[src/design/cvrp_pkg.sv]
// Shared constants, payload types and codes of the nearest-neighbour route builder.
package cvrp_pkg;

    localparam int MAX_NODES    = 16;
    localparam int DIST_BITS    = 24;

    localparam int NODE_W       = 5;
    localparam int DIST_FIELD_W = 24;
    localparam int DEMAND_W     = 16;
    localparam int OP_W         = 2;
    localparam int CFG_IDX_W    = 2;
    localparam int CFG_DATA_W   = 16;

    localparam int IDX_W        = $clog2(MAX_NODES);
    localparam int ADDR_W       = 2 * IDX_W;
    localparam int DIST_W       = (DIST_BITS < DIST_FIELD_W) ? DIST_BITS : DIST_FIELD_W;

    localparam logic [OP_W-1:0] OP_LOAD_DIST   = 2'd0;
    localparam logic [OP_W-1:0] OP_LOAD_DEMAND = 2'd1;
    localparam logic [OP_W-1:0] OP_RUN         = 2'd2;

    localparam logic [CFG_IDX_W-1:0] CFG_NODE_COUNT = 2'd0;
    localparam logic [CFG_IDX_W-1:0] CFG_DEPOT_NODE = 2'd1;
    localparam logic [CFG_IDX_W-1:0] CFG_CAPACITY   = 2'd2;

    localparam logic [NODE_W-1:0]   RST_NODE_COUNT = 5'd16;
    localparam logic [NODE_W-1:0]   RST_DEPOT_NODE = 5'd1;
    localparam logic [DEMAND_W-1:0] RST_CAPACITY   = 16'hFFFF;

    typedef struct packed {
        logic [OP_W-1:0]         operation;
        logic [NODE_W-1:0]       from_node;
        logic [NODE_W-1:0]       to_node;
        logic [DIST_FIELD_W-1:0] distance;
        logic [DEMAND_W-1:0]     demand;
    } t_in_item;

    typedef struct packed {
        logic [NODE_W-1:0] node;
        logic              route_closed;
        logic              last;
        logic              error;
    } t_out_item;

    typedef struct packed {
        logic               valid;
        logic [IDX_W-1:0]   idx;
        logic [DEMAND_W-1:0] dem;
    } t_cand;

endpackage

[src/design/cvrp_best_unit.sv]
// Shared compare unit that tracks the nearest fitting candidate of one row scan.
module cvrp_best_unit (
    input  logic                       i_clk,
    input  logic                       i_rst_n,
    input  logic                       i_clear,
    input  cvrp_pkg::t_cand            i_cand,
    input  logic [cvrp_pkg::DIST_W-1:0] i_dist,
    output cvrp_pkg::t_cand            o_best
);

    cvrp_pkg::t_cand               r_best;
    logic [cvrp_pkg::DIST_W-1:0]   r_dist;
    logic                          w_take;

    // strict compare keeps the lower index on a tie
    assign w_take = i_cand.valid && (!r_best.valid || (i_dist < r_dist));

    always_ff @(posedge i_clk) begin
        if (!i_rst_n) begin
            r_best.valid <= 1'b0;
        end else if (i_clear) begin
            r_best.valid <= 1'b0;
        end else if (w_take) begin
            r_best <= i_cand;
            r_dist <= i_dist;
        end
    end

    assign o_best = r_best;

endmodule

[config.mk]
export PLATFORM = sky130hd
export DESIGN_NAME = cvrp_best_unit
export DESIGN_NICKNAME = d
export VERILOG_FILES = /design/src/design/cvrp_pkg.sv /design/src/design/cvrp_best_unit.sv
export SDC_FILE = /design/constraint.sdc
export NUM_CORES = 1
export LEC_CHECK = 0
export ABC_AREA = 1
export BUFFER_PORTS_ARGS = -buffer_cell sky130_fd_sc_hd__buf_2
export CORE_AREA = 4 4 73 75
export CTS_CLUSTER_DIAMETER = 80
export DETAILED_ROUTE_END_ITERATION = 7
export DIE_AREA = 0 0 77 79
export PLACE_DENSITY = 0.7
export SYNTH_ARGS = -nofsm -noshare
export SYNTH_HDL_FRONTEND = slang
export SYNTH_SLANG_ARGS = --single-unit
[constraint.sdc]
create_clock -name i_clk -period 3.16 [get_ports i_clk]
set_clock_uncertainty 0.15 [all_clocks]
set_input_delay 0.316 -clock i_clk [delete_from_list [all_inputs] [get_ports i_clk]]
set_output_delay 0.316 -clock i_clk [all_outputs]
set_load 0.02 [all_outputs]
## Word level (Yosys, flattened, before mapping)

Cells that the tools add are included.

- Add/subtract/negate cells: 0
- Multipliers: 0
- Divide/modulo/power cells: 0
- $lt $le $gt $ge: 1
- Eq/ne operators: 0
- Shift-type cells: 0
- Mux-type cells: 0
- Bitwise gates (word level): 2
- Reduce and logical (&&, ||, !) cells: 5

Operators with widths:

| cell | count |
|---|---|
| 24-bit < comparator | 1 |
| 3-bit AND reduction | 1 |
| 1-bit NOT | 2 |
| 2-bit OR reduction | 1 |
| 1-bit logical AND | 1 |
| 1-bit zero test | 1 |
| 1-bit logical OR | 1 |

- Register bits after elaboration: 45
- Latch bits: 0
- RAM bits: 0
- Memory bits (read-only): 0
- Input port bits: 48
- Output and inout port bits: 21
- Word-level logic and storage cells: 12
- Memories: 0

## Logic depth before layout (Yosys ltp)

- Depth after elaboration: 4
- Gate-level depth with buffers: 11
- Gate-level depth less buffers: 11

## Least setup slack after synthesis

OpenSTA, ideal clock, no wires.

- Kind: reg2reg
- From: reg r_dist[19] (netlist name)
- To: reg r_best (netlist bit o_best[0]) (enable)
- Setup time: 0.417 ns
- Arrival time: 2.401 ns
- Required time: 2.593 ns
- Slack: 0.192 ns
- Cell stages (with the launch flop): 12
- Buffers on the path: 0
- Clock period less this slack: 2.968 ns
- Cell sequence: edfxtp_1 inv_1 ha_1 nand2_2 nor2_2 nand2_2 inv_1 nand2_1 nand3_1 nor2_1 nand2_1 a21oi_2

- Word-level cells in the longest chain between the ends: 4

Ends and longest elaborated chain:

| what | line | text |
|---|---|---|
| start: declaration | cvrp_best_unit.sv:12 | `logic [cvrp_pkg::DIST_W-1:0] r_dist;` |
| start signal: assignment | cvrp_best_unit.sv:25 | `r_dist <= i_dist;` |
| 24-bit < comparator | cvrp_best_unit.sv:16 | `assign w_take = i_cand.valid && (!r_best.valid \|\| (i_dist < r_dist));` |
| 1-bit logical OR | cvrp_best_unit.sv:16 |  |
| 1-bit logical AND | cvrp_best_unit.sv:16 |  |
| 3-bit AND reduction (no source line) | - |  |
| end signal: assignment | cvrp_best_unit.sv:24 | `r_best <= i_cand;` |
| end: declaration | cvrp_best_unit.sv:11 | `cvrp_pkg::t_cand r_best;` |

No other way between the ends.
A chain may end at the register's enable or synchronous reset.

## Worst setup path after layout

- From: reg r_dist[15] (netlist name)
- To: reg r_dist[20] (netlist name) (enable)

- Word-level cells in the longest chain between the ends: 4

Ends and longest elaborated chain:

| what | line |
|---|---|
| 24-bit < comparator | cvrp_best_unit.sv:16 |
| 1-bit logical OR | cvrp_best_unit.sv:16 |
| 1-bit logical AND | cvrp_best_unit.sv:16 |
| 3-bit AND reduction (no source line) | - |

No other way between the ends.

==> impl_results.md <==
* Startpoint Class: flop
* Initial antenna violation count at 0
* Layout cells sized above 1 at a little under two fifths
* Final #Nets at 313
* Final Hold Vio Count at 0
* Yosys cell types at 15
* Syn Area/Cell at 12.4 µm²
* Routed vias/inst at 4.50
* Setup ws final at just under 1 ns
* Worst vdd ir at roughly 0.26 mV
* Crit path time final at 2.19 ns
* Seq/Total Area, Yosys at around two thirds
* Syn Inst Count at ~170
* Synth top area share at about two thirds
* GRT busiest layer: met2
* Pre-CTS setup slack at 0.874 ns
* Relative slew slack at 79.9%
* CTS Buf Count at 5
* YS warnings at 0
* Initial Utilization at 43.8%
* Met1 usage at ~14%
* Clock sink count at 45
* Static leakage at around 1.3 nW
* Final slew viol count at 0
* Routed WL at between 3 and 4 mm
* DIE AREA at 6080 µm²
* Setup crit end kind: flop
* Cell area after synthesis at between 2000 and 2500 µm²
* Skew-Pair Late Insertion Delay at ~0.29 ns
* Pin count of the biggest net entering global routing at 25
* Die Ht at about 80 µm
* Met3 Resource Use GR at 5.56%
* Worst-margin pin slew at about 0.30 ns
* Synth area leaders: edfxtp_1, ha_1, nand2_1
* Tcrit/Tclk final at between 60% and 70%
* CTS tree: yes
* Final setup viols at 0
* Max Buffers Root-to-Sink at 2
* Post-synth top area cell: edfxtp_1
* Number of global-route vias before repair at 1355
* Global-route usage over all layers at 12.4%
* Hold Crit Class: in2reg
* Setup TNS at 0 ns
* Dpl hpwl at about 2.7 mm
* Synthesized flop and latch total at 45
* Crit path max fanout at 24
* Port-buffer cells at a little under 70
* Rows at 25
* Post-route ant nets at 0
* Tot Pwr at 0.00121 W
* Final instance area at ~2600 µm²
* Setup CP Type: reg2reg
* DRC Markers at 0
* Met2 GRT Util at a little over a fifth
* Postcts setup bufs at 0
* Die W at between 70 and 80 µm
* H-tree Lvls at 2
* Outcome: complete, no violations
* Root Buffer: clkbuf_8
* RSZ-0062 raised after global routing: false
* Pwr dens at between 400 and 500 nW/µm²
* Layout area overhead at 26.2%
* Worst Path Arrival at between 2 and 2.5 ns
* Post-DP Area at around 2500 µm²
* Filler cells at slightly above 400
* Syn_nets at 236
* FMAX at approximately 460 MHz
* Overflow after GRT at 0
* Post_cts resized at 0
* Top Ports at 69
* First-pass GRT wire length at a little under 6 mm
* Number of max-cap violations at 0
* GPL Wtd Cong at about 0.7
* Pre-Repair DR Iteration Count at 5
* Core Area at 4660 µm²
* Antenna diode count at 0
* Initial DRC Count at 27
* Routed length per instance at 11.5 µm
* Total number of vias at between 1k and 1.5k
* Reg clk slew, reported paths at 0.08 ns
* CP required at 2.97 ns
* R2R setup slack at 0.97 ns
* Hold bufs inserted after CTS at 0
power breakdown:
group / switching [W] / total [W] / leakage (nW) / internal [W]
Sequential: 0.00000462 / 0.000680 / 0.412 / 0.000675
Clock: 0.000180 / 0.000410 / 0.0540 / 0.000230
Combinational: 0.0000653 / 0.000117 / 0.788 / 0.0000513
Total: 0.000250 / 0.00121 / 1.25 / 0.000956
placed cells by master (no fill, tap or decap), types with 2 or more instances in the layout:
| master | count |
|---|---|
| a21oi_1 | 5 |
| buf_2 | 68 |
| buf_4 | 2 |
| clkbuf_8 | 5 |
| edfxtp_1 | 44 |
| ha_1 | 23 |
| inv_1 | 33 |
| inv_2 | 4 |
| nand2_1 | 35 |
| nand2_2 | 5 |
| nand3_1 | 4 |
| nor2_1 | 3 |
| nor2_2 | 3 |
| nor3_1 | 2 |
cells by family after synthesis:
logic type	Yosys count	synth area share [%]
simple gates	54	11.7
buf+inv	37	6.81
fa+ha+maj	23	14.1
compound gates	6	1.66
flops	45	65.7
path summary, 6_finish.rpt:
| path | start | end | depth (start not counted) |
|---|---|---|---|
| worst max-delay path | r_dist[15]$_DFFE_PP_ | r_dist[20]$_DFFE_PP_ | 10 |
| worst min-delay path | i_cand[18] | o_best[18]$_DFFE_PP_ | 1 |
| worst max register to register | r_dist[15]$_DFFE_PP_ | r_dist[20]$_DFFE_PP_ | 10 |
| worst min register to register | o_best[20]$_SDFFE_PP0P_ | o_best[20]$_SDFFE_PP0P_ | 2 |
per-layer routing:
metal / share of wire, % / wire length, µm / vias up
met5: 0 / 0 / -
met4: 0.68 / 23 / 0
met3: 8.4 / 286 / 2
met2: 50 / 1710 / 40
met1: 41 / 1380 / 596
li1: - / - / 693
area by class of cell:
type / instances / area, µm² / share of cell area, %
repair buffers: 70 / 355 / 13.8
flip-flops and latches: 45 / 1340 / 52.1
clock inverters: 2 / 35.0 / 1.36
inverters: 37 / 139 / 5.39
multi-input cells: 83 / 568 / 22.1
clock buffers: 5 / 68.8 / 2.67
well taps: 54 / 67.6 / 2.62
synthesized netlist by cell type:
| master | instances |
|---|---|
| edfxtp_1 | 44 |
| nand2_1 | 35 |
| inv_1 | 33 |
| ha_1 | 23 |
| a21oi_1 | 5 |
| nand2_2 | 5 |
| inv_2 | 4 |
| nand3_1 | 4 |
| nor2_1 | 3 |
| nor2_2 | 3 |
| nor3_1 | 2 |
| a21oi_2 | 1 |
| dfxtp_1 | 1 |
| nand3_2 | 1 |
| nand4_1 | 1 |
sequential cells by signal, summed over array words and instances, names as in the netlist:
name,cells
o_best,21
r_dist,24
critical path, cell delays in order (launching register included):
cell,delay (ns)
edfxtp_1,0.36
inv_1,0.08
ha_1,0.24
a21oi_1,0.18
nand2_2,0.06
nand2_1,0.06
nand3_1,0.06
nor2_1,0.12
nand2_1,0.10
a21oi_4,0.13
buf_4,0.32
per-stage QoR:
step           utilization [%]  std cells  hold WS, ns
5_1_grt                   55.2        296       0.0128
6_report                  55.2        296       0.0447
3_5_place_dp              53.0        289        0.344
2_1_floorplan                -        165        0.265
4_1_cts                   55.2        296       0.0274
3_3_place_gp              53.0        289        0.342
(Power assumes the default switching activity.)
